### src/hdl/lrupr_pkg.sv
// Package for the LRU page replacement block: sizes, the scan word carried
// along the frame cell chain, and the update word broadcast to the cells.
// No dependencies; used by every module of the block.
`timescale 1ns / 1ps

package lrupr_pkg;

   localparam int FRAMES        = 8;
   localparam int PAGE_BITS     = 16;
   localparam int IDX_W         = (FRAMES > 1) ? $clog2(FRAMES) : 1;
   localparam int RANK_W        = IDX_W;
   localparam int COUNT_W       = $clog2(FRAMES + 1);
   localparam int CSR_W         = 4;
   localparam int FRAME_INDEX_W = 3;
   localparam int TOTAL_W       = 32;

   localparam logic [CSR_W-1:0] CSR_RESET = CSR_W'(8);

   // Scan word handed from one frame cell to the next.
   typedef struct packed {
      logic                 valid;
      logic                 found;
      logic [IDX_W-1:0]     hit_idx;
      logic [RANK_W-1:0]    hit_rank;
      logic                 empty_found;
      logic [IDX_W-1:0]     empty_idx;
      logic                 best_set;
      logic [RANK_W-1:0]    best_rank;
      logic [IDX_W-1:0]     best_idx;
      logic [PAGE_BITS-1:0] best_page;
   } carry_type;

   // Update word broadcast to all cells once the scan has finished.
   typedef struct packed {
      logic                 valid;
      logic [IDX_W-1:0]     slot;
      logic                 write_page;
      logic [PAGE_BITS-1:0] page;
      logic                 age_all;
      logic [RANK_W-1:0]    limit;
   } update_type;

endpackage

### src/hdl/lrupr_cell.sv
// One frame cell: holds a frame's page, valid mark and recency rank, folds
// its own state into the scan word and passes it on to the next cell.
// Depends on lrupr_pkg.
`timescale 1ns / 1ps

module lrupr_cell (
   input  logic                           clock,
   input  logic                           reset,
   input  logic [lrupr_pkg::IDX_W-1:0]    cell_index,
   input  logic [lrupr_pkg::COUNT_W-1:0]  active_count,
   input  logic [lrupr_pkg::PAGE_BITS-1:0] ref_page,
   input  lrupr_pkg::carry_type           carry_in,
   input  lrupr_pkg::update_type          update,
   output lrupr_pkg::carry_type           carry_out
);

   logic [lrupr_pkg::PAGE_BITS-1:0] page_ff;
   logic                            valid_ff;
   logic [lrupr_pkg::RANK_W-1:0]    rank_ff;
   lrupr_pkg::carry_type            carry_ff;
   lrupr_pkg::carry_type            carry_in_next;
   logic                            active;

   assign active = (int'(cell_index) < int'(active_count));

   always_comb begin
      carry_in_next = carry_in;
      if (active && valid_ff && (page_ff == ref_page) && !carry_in.found) begin
         carry_in_next.found    = 1'b1;
         carry_in_next.hit_idx  = cell_index;
         carry_in_next.hit_rank = rank_ff;
      end
      if (active && !valid_ff && !carry_in.empty_found) begin
         carry_in_next.empty_found = 1'b1;
         carry_in_next.empty_idx   = cell_index;
      end
      if (active && (!carry_in.best_set || (rank_ff > carry_in.best_rank))) begin
         carry_in_next.best_set  = 1'b1;
         carry_in_next.best_rank = rank_ff;
         carry_in_next.best_idx  = cell_index;
         carry_in_next.best_page = page_ff;
      end
   end

   always_ff @(posedge clock) begin
      if (reset) begin
         carry_ff <= '0;
      end else begin
         carry_ff <= carry_in_next;
      end
   end

   always_ff @(posedge clock) begin
      if (reset) begin
         valid_ff <= 1'b0;
         rank_ff  <= '0;
      end else if (update.valid) begin
         if (update.slot == cell_index) begin
            rank_ff <= '0;
            if (update.write_page) begin
               valid_ff <= 1'b1;
            end
         end else if (valid_ff && (update.age_all || (rank_ff < update.limit))) begin
            rank_ff <= lrupr_pkg::RANK_W'(rank_ff + 1'b1);
         end
      end
   end

   always_ff @(posedge clock) begin
      if (update.valid && (update.slot == cell_index) && update.write_page) begin
         page_ff <= update.page;
      end
   end

   assign carry_out = carry_ff;

endmodule

### src/hdl/lru_page_replacement.sv
// A taken reference word is registered, and its scan word crosses the cell chain through the register
// of every cell; the decision is registered as the word leaves the last cell, and the result is strobed.
// A new reference word is not taken until the last is through: busy holds through the strobe
// cycle, at whose end the rank and page update lands, so a start is taken again once busy drops.
// Reset (synchronous, active high) empties all frames, clears ranks and totals and sets
// frames_in_use to 8. The receiver cannot stall: each result is strobed for one cycle.
`timescale 1ns / 1ps

module lru_page_replacement (
   input  logic                              clock,
   input  logic                              reset,
   // Reference channel.
   input  logic                              start,
   output logic                              busy,
   input  logic [lrupr_pkg::PAGE_BITS-1:0]   req_page,
   // Result channel.
   output logic                              rsp_strobe,
   output logic                              rsp_hit,
   output logic [lrupr_pkg::FRAME_INDEX_W-1:0] rsp_frame_index,
   output logic                              rsp_evicted_valid,
   output logic [lrupr_pkg::PAGE_BITS-1:0]   rsp_evicted_page,
   output logic [lrupr_pkg::TOTAL_W-1:0]     rsp_hit_total,
   output logic [lrupr_pkg::TOTAL_W-1:0]     rsp_fault_total,
   // Configuration channel: frames_in_use.
   input  logic                              csr_valid,
   output logic                              csr_ready,
   input  logic [lrupr_pkg::CSR_W-1:0]       csr_data
);

   typedef enum logic [2:0] {
      ST_IDLE   = 3'b001,
      ST_SCAN   = 3'b010,
      ST_UPDATE = 3'b100
   } state_type;

   state_type state_ff, state_in;

   logic [lrupr_pkg::CSR_W-1:0]     frames_ff;
   logic [lrupr_pkg::COUNT_W-1:0]   active_count;
   logic [lrupr_pkg::PAGE_BITS-1:0] page_ff;
   logic                            launch_ff;
   logic [lrupr_pkg::TOTAL_W-1:0]   hits_ff, hits_in;
   logic [lrupr_pkg::TOTAL_W-1:0]   faults_ff, faults_in;

   lrupr_pkg::carry_type  carry [0:lrupr_pkg::FRAMES];
   lrupr_pkg::carry_type  result;
   lrupr_pkg::update_type update_ff, update_in;

   logic                            rsp_strobe_ff;
   logic                            rsp_hit_ff, rsp_hit_in;
   logic [lrupr_pkg::IDX_W-1:0]     rsp_slot_ff;
   logic                            rsp_ev_valid_ff, rsp_ev_valid_in;
   logic [lrupr_pkg::PAGE_BITS-1:0] rsp_ev_page_ff, rsp_ev_page_in;

   logic accept;
   logic scan_done;

   assign accept    = start && (state_ff == ST_IDLE);
   assign busy      = (state_ff != ST_IDLE);
   assign csr_ready = 1'b1;

   // The frame count register is clamped to one at the bottom and to the
   // number of cells at the top before the cells see it.
   always_comb begin
      if (frames_ff == '0) begin
         active_count = lrupr_pkg::COUNT_W'(1);
      end else if (int'(frames_ff) > lrupr_pkg::FRAMES) begin
         active_count = lrupr_pkg::COUNT_W'(lrupr_pkg::FRAMES);
      end else begin
         active_count = lrupr_pkg::COUNT_W'(frames_ff);
      end
   end

   always_ff @(posedge clock) begin
      if (reset) begin
         frames_ff <= lrupr_pkg::CSR_RESET;
      end else if (csr_valid && csr_ready) begin
         frames_ff <= csr_data;
      end
   end

   // The scan word enters the first cell empty, marked valid only in the
   // cycle after a reference is taken.
   always_comb begin
      carry[0]       = '0;
      carry[0].valid = launch_ff;
   end

   for (genvar g = 0; g < lrupr_pkg::FRAMES; g++) begin : g_cell
      lrupr_cell u_cell (
         .clock        (clock),
         .reset        (reset),
         .cell_index   (lrupr_pkg::IDX_W'(g)),
         .active_count (active_count),
         .ref_page     (page_ff),
         .carry_in     (carry[g]),
         .update       (update_ff),
         .carry_out    (carry[g+1])
      );
   end

   assign result    = carry[lrupr_pkg::FRAMES];
   assign scan_done = (state_ff == ST_SCAN) && result.valid;

   // Decision from the scan word that left the last cell. A hit refreshes the
   // matching frame; a miss fills the lowest empty frame, aging every valid
   // frame, or else replaces the frame with the highest rank.
   always_comb begin
      update_in       = '0;
      update_in.valid = scan_done;
      update_in.page  = page_ff;
      rsp_hit_in      = 1'b0;
      rsp_ev_valid_in = 1'b0;
      rsp_ev_page_in  = '0;
      if (result.found) begin
         rsp_hit_in      = 1'b1;
         update_in.slot  = result.hit_idx;
         update_in.limit = result.hit_rank;
      end else if (result.empty_found) begin
         update_in.slot       = result.empty_idx;
         update_in.write_page = 1'b1;
         update_in.age_all    = 1'b1;
      end else begin
         update_in.slot       = result.best_idx;
         update_in.limit      = result.best_rank;
         update_in.write_page = 1'b1;
         rsp_ev_valid_in      = 1'b1;
         rsp_ev_page_in       = result.best_page;
      end
   end

   // Totals saturate at their all-ones value.
   always_comb begin
      hits_in   = hits_ff;
      faults_in = faults_ff;
      if (scan_done) begin
         if (result.found) begin
            if (hits_ff != '1) begin
               hits_in = hits_ff + 1'b1;
            end
         end else if (faults_ff != '1) begin
            faults_in = faults_ff + 1'b1;
         end
      end
   end

   always_comb begin
      state_in = state_ff;
      unique case (state_ff)
         ST_IDLE: begin
            if (accept) begin
               state_in = ST_SCAN;
            end
         end
         ST_SCAN: begin
            if (scan_done) begin
               state_in = ST_UPDATE;
            end
         end
         ST_UPDATE: begin
            state_in = ST_IDLE;
         end
         default: begin
            state_in = ST_IDLE;
         end
      endcase
   end

   always_ff @(posedge clock) begin
      if (reset) begin
         state_ff      <= ST_IDLE;
         launch_ff     <= 1'b0;
         update_ff     <= '0;
         rsp_strobe_ff <= 1'b0;
         hits_ff       <= '0;
         faults_ff     <= '0;
      end else begin
         state_ff      <= state_in;
         launch_ff     <= accept;
         update_ff     <= update_in;
         rsp_strobe_ff <= scan_done;
         hits_ff       <= hits_in;
         faults_ff     <= faults_in;
      end
   end

   always_ff @(posedge clock) begin
      if (accept) begin
         page_ff <= req_page;
      end
      if (scan_done) begin
         rsp_hit_ff      <= rsp_hit_in;
         rsp_slot_ff     <= update_in.slot;
         rsp_ev_valid_ff <= rsp_ev_valid_in;
         rsp_ev_page_ff  <= rsp_ev_page_in;
      end
   end

   // The totals change at the same edge that raises the strobe, so the
   // counters themselves serve as the result ports.
   assign rsp_strobe        = rsp_strobe_ff;
   assign rsp_hit           = rsp_hit_ff;
   assign rsp_frame_index   = lrupr_pkg::FRAME_INDEX_W'(rsp_slot_ff);
   assign rsp_evicted_valid = rsp_ev_valid_ff;
   assign rsp_evicted_page  = rsp_ev_page_ff;
   assign rsp_hit_total     = hits_ff;
   assign rsp_fault_total   = faults_ff;

endmodule

### config.mk
export PLATFORM = sky130hd
export DESIGN_NAME = lru_page_replacement
export DESIGN_NICKNAME = d
export VERILOG_FILES = /design/src/hdl/lrupr_pkg.sv /design/src/hdl/lrupr_cell.sv /design/src/hdl/lru_page_replacement.sv
export SDC_FILE = /design/constraint.sdc
export NUM_CORES = 1
export LEC_CHECK = 0
export ABC_AREA = 1
export BUFFER_PORTS_ARGS = -buffer_cell sky130_fd_sc_hd__buf_4
export CELL_PAD_IN_SITES_DETAIL_PLACEMENT = 1
export CELL_PAD_IN_SITES_GLOBAL_PLACEMENT = 2
export CORE_MARGIN = 3
export CORE_UTILIZATION = 34
export DETAILED_ROUTE_END_ITERATION = 8
export PLACE_DENSITY = 0.74
export SETUP_SLACK_MARGIN = 0.4
export SLEW_MARGIN = 10
export SYNTH_ARGS = -nofsm -noshare
export SYNTH_HDL_FRONTEND = slang
export SYNTH_SLANG_ARGS = --single-unit
### constraint.sdc
create_clock -name clock -period 2.4 [get_ports clock]
set_input_delay 0.12 -clock clock [delete_from_list [all_inputs] [get_ports clock]]
set_output_delay 0.12 -clock clock [all_outputs]
set_load 0.01 [all_outputs]
**Word-level counts from Yosys, hierarchy flattened**

Cells that the tools add are included.

- Muxes and demuxes: 52
- Order comparisons: 24
- Equality and inequality tests: 22
- Reductions and logical operators: 166
- $add $sub $neg: 10
- Bitwise operators: 3

Operators with widths:

| kind | number |
|---|---|
| two-way mux 23 bit | 7 |
| equality test 16 bit | 8 |
| logical AND 1 bit | 71 |
| adder 32 x 1 -> 32 bit (second input constant) | 2 |
| inequality test 32 bit (second input constant) | 2 |
| two-way mux 3 bit | 21 |
| two-way mux 7 bit | 8 |
| two-way mux 4 bit | 11 |
| OR reduction 2 bit | 22 |
| AND reduction 3 bit | 10 |
| zero test 1 bit | 29 |
| adder 3 x 1 -> 3 bit (second input constant) | 8 |
| less-than comparator 3 bit | 8 |
| two-way mux 22 bit | 1 |
| > comparator 3 bit | 7 |
| AND reduction 2 bit | 9 |
| less-than comparator 3 x 4 -> 1 bit (first input constant) | 4 |
| nonzero test 2 bit | 8 |
| logical OR 1 bit | 15 |
| equality test 3 bit (second input constant) | 4 |
| equality test 3 x 2 -> 1 bit (second input constant) | 3 |
| less-than comparator 1 x 4 -> 1 bit (first input constant) | 2 |
| less-than comparator 2 x 4 -> 1 bit (first input constant) | 2 |
| equality test 3 x 1 -> 1 bit (second input constant) | 2 |
| 8 further kinds | 13 |

- Word-level logic and storage cells: 414
- Input bits: 24
- Register bits: 573
- Output and inout port bits: 88

**Depth between registers and ports, before layout**

- Depth after elaboration: 8
- Depth in mapped cells: 12
- Depth with buffers taken out: 12

**Modules after synthesis**

From an unflattened synthesis, not the netlist that was laid out.

- Cell total of the unflattened synthesis: 3451
- Area, all modules: 26963.4 sq um

Modules (own cells, without submodules):

| module | cells each | times used | area an instance (sq um) | seq. area each (sq um) |
|---|---|---|---|---|
| lrupr_cell | 324 | 8 | 2596.2 | 1261.2 |
| lru_page_replacement | 859 | 1 | 6193.4 | 3052.9 |

**Least setup slack after synthesis**

No wires, ideal clock.

- Path type: register to register
- Start point: reg state_ff[1]
- End point: reg hits_ff, in the netlist rsp_hit_total[1]
- Library setup time: 71 ps
- Arrival: 2309 ps
- Stages on the path, launching flop included: 10
- Path slack: 20 ps
- Required time: 2329 ps
- Period minus slack after synthesis: 2380 ps
- Buffers on the path: 1
- Cells stage by stage: dfxtp_1 inv_1 nor2_1 nand2_1 nor2_1 nand3_2 inv_2 buf_2 nand2_1 a21oi_1

- Cells in the longest elaborated chain, start to end: 3

RTL lines:

| what | RTL line | text |
|---|---|---|
| start: declaration | lru_page_replacement.sv:36 | `state_type state_ff, state_in;` |
| start signal: assignment | lru_page_replacement.sv:178 | `state_ff <= state_in;` |
| equality test 3 x 2 -> 1 bit | lru_page_replacement.sv:103 | `assign scan_done = (state_ff == ST_SCAN) && result.valid;` |
| logical AND 1 bit | lru_page_replacement.sv:103 |  |
| net scan_done | lru_page_replacement.sv:56 | `logic scan_done;` |
| AND reduction 3 bit (no source line) | n/a |  |
| end signal: assignment | lru_page_replacement.sv:182 | `hits_ff <= hits_in;` |
| end: declaration | lru_page_replacement.sv:42 | `logic [lrupr_pkg::TOTAL_W-1:0] hits_ff, hits_in;` |

The timed path passes the listed nets, and every way through them passes these cells.
A chain may end at the register's enable or synchronous reset.

**Worst setup path after layout**

- Start point: reg g_cell[7].u_cell.rank_ff[0] (netlist name)
- End point: reg g_cell[7].u_cell.carry_ff, in the netlist g_cell[7].u_cell.carry_out[14]

- Cells in the longest elaborated chain, start to end: 4

RTL lines:

| what | RTL line | text |
|---|---|---|
| start: declaration | lrupr_cell.sv:19 | `logic [lrupr_pkg::RANK_W-1:0] rank_ff;` |
| start signal: assignment | lrupr_cell.sv:64 | `rank_ff <= lrupr_pkg::RANK_W'(rank_ff + 1'b1);` |
| > comparator 3 bit | lrupr_cell.sv:37 | `if (active && (!carry_in.best_set \|\| (rank_ff > carry_in.best_rank))) begin` |
| logical OR 1 bit | lrupr_cell.sv:37 |  |
| logical AND 1 bit | lrupr_cell.sv:37 |  |
| two-way mux 22 bit | lrupr_cell.sv:37 |  |
| end signal: assignment | lrupr_cell.sv:49 | `carry_ff <= carry_in_next;` |
| end: declaration | lrupr_cell.sv:20 | `lrupr_pkg::carry_type carry_ff;` |

No other way between the ends.

==> metrics.cfg <==
[pwr]
p_per_area_nw_per_um2 = 756.5
p_leak_nw = 11.79
power_w = 0.02144
ir_drop_mv = 0.5565

[finish]
syn_to_final_growth_pct = 21.28
fin_nets = 3157
n_antenna_cell = 0
layout_common_cells = nand2_1, dfxtp_1, nor2_1
drive_above_1_share = 0.1310
final_common_cell = nand2_1
finish.utilization = 0.4189

[synth]
syn_inst = 2877
ys_seq_area_frac = 0.5437
synthFlopType = dfxtp_1
syn_avg_cell_area_sq_um = 8.120
netlist_area_sq_um = 23360
async_flop_share = 0
synth_nets = 2948
synth_warnings = 0
synth-edff-count = 165
synth_cell_types = 44
synth_seq_cells = 552

[critical_path]
crit_type = reg2reg
r2r_end = g_cell[7].u_cell.carry_out[14]$_SDFF_PP0_
arrival_ns = 2.43
r2r_cells = 8
required_ns = 2.91
end_kind = flip-flop
ff2ff_setup_slack_ns = 0.48
cp_max_fo = 17
cp-start-kind = flip-flop
r2r-start = g_cell[7].u_cell.rank_ff[0]$_SDFFE_PP0P_

[timing]
rsz0062_at_grt = true
fin_hold_ws_ns = 0.1895
min_period_over_period = 0.8019
tightest_slew_ns = 0.6656
finalSetupViolations = 0
max_freq_mhz = 519.6
fin_worst_skew_ns = 0.03022
finalHoldViolCount = 0
fin_crit_ns = 1.924
relSlewSlack = 0.5563
slew_viol_final = 0

[floorplan]
num_rows = 95
coreArea_sq_um = 67630
start_util = 0.3454
io-pin-count = 112
die_h_um = 268.1
die-area_sq_um = 71890
die_w_um = 268.1

[detailed_routing]
vias = 19640
wl_um = 77610
viasPerCell = 4.897
first_pass_iters = 5
postRouteAntennaNets = 0
drc_errors = 0
drtIter0Drc = 897
wl_per_cell_um = 19.35

[placed_design]
gp_congestion = 0.8977
io_buffers = 110
post-dp-hpwl_um = 56780

[clock_tree]
cts_tree = built
htreeDepth = 2
clkTransAtPathRegs_ns = 0.06
clock_path_buffers = 3
clk_latency_ns = 0.65
cts_root_buf = clkbuf_16
cts_buffers = 61
clkSinkCount = 552

[grt]
overflow = 0
grt_pass1_wl_um = 118000
grt_util_all_layers = 0.2133
grt_pass1_vias = 20620
grt_start_max_net_pins = 106
antenna_found_initial = 0

[status]
outcome = finished, final reports clean

[hold_path]
min_path_type = in2reg
holdCritStartpoint = req_page[12]
holdPathStages = 2
min_to = page_ff[12]$_DFFE_PP_

[run]
maxCapViolCount = 0

stage by stage:
| step | setup WS, ns | TNS [ns] | instances | instance area (sq um) |
|---|---|---|---|---|
| CTS | 0.3923 | 0 | 3988 | 27890 |
| detailed placement | -0.03694 | -0.09739 | 3838 | 25450 |
| global route | 0.3220 | 0 | 4011 | 28330 |
| floorplan | 0.4267 | 0 | 2877 | 23360 |
| global placement | -0.009414 | -0.02461 | 3838 | 25450 |
| finish | 0.4756 | 0 | 4011 | 28330 |
worst max path at each step:
| stage | to | start | depth (start not counted) | slack [ns] |
|---|---|---|---|---|
| after floorplan | rsp_hit_total[1]$_SDFFE_PP0P_ | state_ff[1]$_SDFFE_PP0P_ | 9 | 0.43 |
| after global placement | g_cell[1].u_cell.carry_out[29]$_SDFF_PP0_ | page_ff[5]$_DFFE_PP_ | 11 | -0.009 |
| after detailed placement | g_cell[2].u_cell.carry_out[27]$_SDFF_PP0_ | page_ff[5]$_DFFE_PP_ | 10 | -0.04 |
| after CTS | g_cell[2].u_cell.carry_out[27]$_SDFF_PP0_ | page_ff[8]$_DFFE_PP_ | 10 | 0.39 |
| after global routing | g_cell[6].u_cell.carry_out[29]$_SDFF_PP0_ | page_ff[15]$_DFFE_PP_ | 11 | 0.32 |
| final | g_cell[7].u_cell.carry_out[14]$_SDFF_PP0_ | g_cell[7].u_cell.rank_ff[0]$_SDFFE_PP0P_ | 8 | 0.48 |
Yosys cell counts (all sizes together), types with 34 or more instances:
| cell | n | area, sq um |
|---|---|---|
| nand2 | 723 | 2748 |
| nor2 | 401 | 1549 |
| dfxtp | 387 | 7747 |
| inv | 335 | 1257 |
| a21oi | 214 | 1101 |
| nand3 | 184 | 930.9 |
| edfxtp | 165 | 4955 |
| o21ai | 154 | 774.5 |
| clkbuf | 57 | 214.0 |
| ha | 47 | 588.1 |
| buf | 39 | 252.7 |
| nand4 | 35 | 225.2 |
| xor2 | 34 | 297.8 |
timing repair:
action	CTS	global route
gates cloned	1	3
setup endpoints to repair	124	206
setup buffers	11	20
resized for setup	11	76
pin swaps	0	7
hold endpoints to repair	39	0
hold buffers	23	0
layout make-up:
cell class	instances	area (sq um)
repair inverters	1	8.758
well taps	873	1092
flip-flops and latches	552	12710
fillers	8026	39300
multi-input cells	1893	9155
inverters	338	1319
clock buffers	82	1645
repair buffers	239	1988
clock inverters	33	415.4
layer usage:
layer  track usage  wire (um)  vias up
li1              -          -     9645
met4       0.08357       3092        0
met3       0.02793       2588      146
met2        0.3804      38250      321
met1        0.2615      33670     9528
met5             0          0        -
flip-flops by register name, summed over array words and instances (netlist names):
name                     count
rsp_fault_total             32
g_cell.u_cell.rank_ff       24
frames_ff                    4
g_cell.u_cell.valid_ff       8
page_ff                     16
g_cell.u_cell.page_ff      128
update_ff                   24
g_cell.u_cell.carry_out    258
rsp_hit                      1
rsp_evicted_page            16
rsp_frame_index              3
rsp_evicted_valid            1
launch_ff                    1
rsp_strobe                   1
state_ff                     3
rsp_hit_total               32
worst max-delay path: stages, from the launching register on:
cell and delay, ns:
dfxtp_1 0.41, inv_1 0.15, ha_1 0.32, nand3_1 0.09, nand2_1 0.07, nand2_1 0.10
buf_4 0.24, nand3_1 0.11, a21oi_1 0.31
power by group:
part / leakage [nW] / internal, W / switching (W)
combinational: 6.11 / 0.000525 / 0.00110
sequential: 4.69 / 0.00994 / 0.000175
clock: 0.994 / 0.00576 / 0.00393
cells by family (layout without fill, tap and decap cells):
| kind of cell | after synthesis | count (layout) | share of synthesized area |
|---|---|---|---|
| adders and majority gates | 47 | 47 | 0.02517 |
| AOI/OAI and AO/OA | 392 | 393 | 0.08805 |
| buffers and inverters | 434 | 693 | 0.07428 |
| DFF | 552 | 552 | 0.5437 |
| xor gates and xnor gates | 60 | 60 | 0.02249 |
| and+or+nand+nor | 1391 | 1392 | 0.2461 |
| other | 1 | 1 | 0.0001605 |
Power figures use the tool's default switching activity.
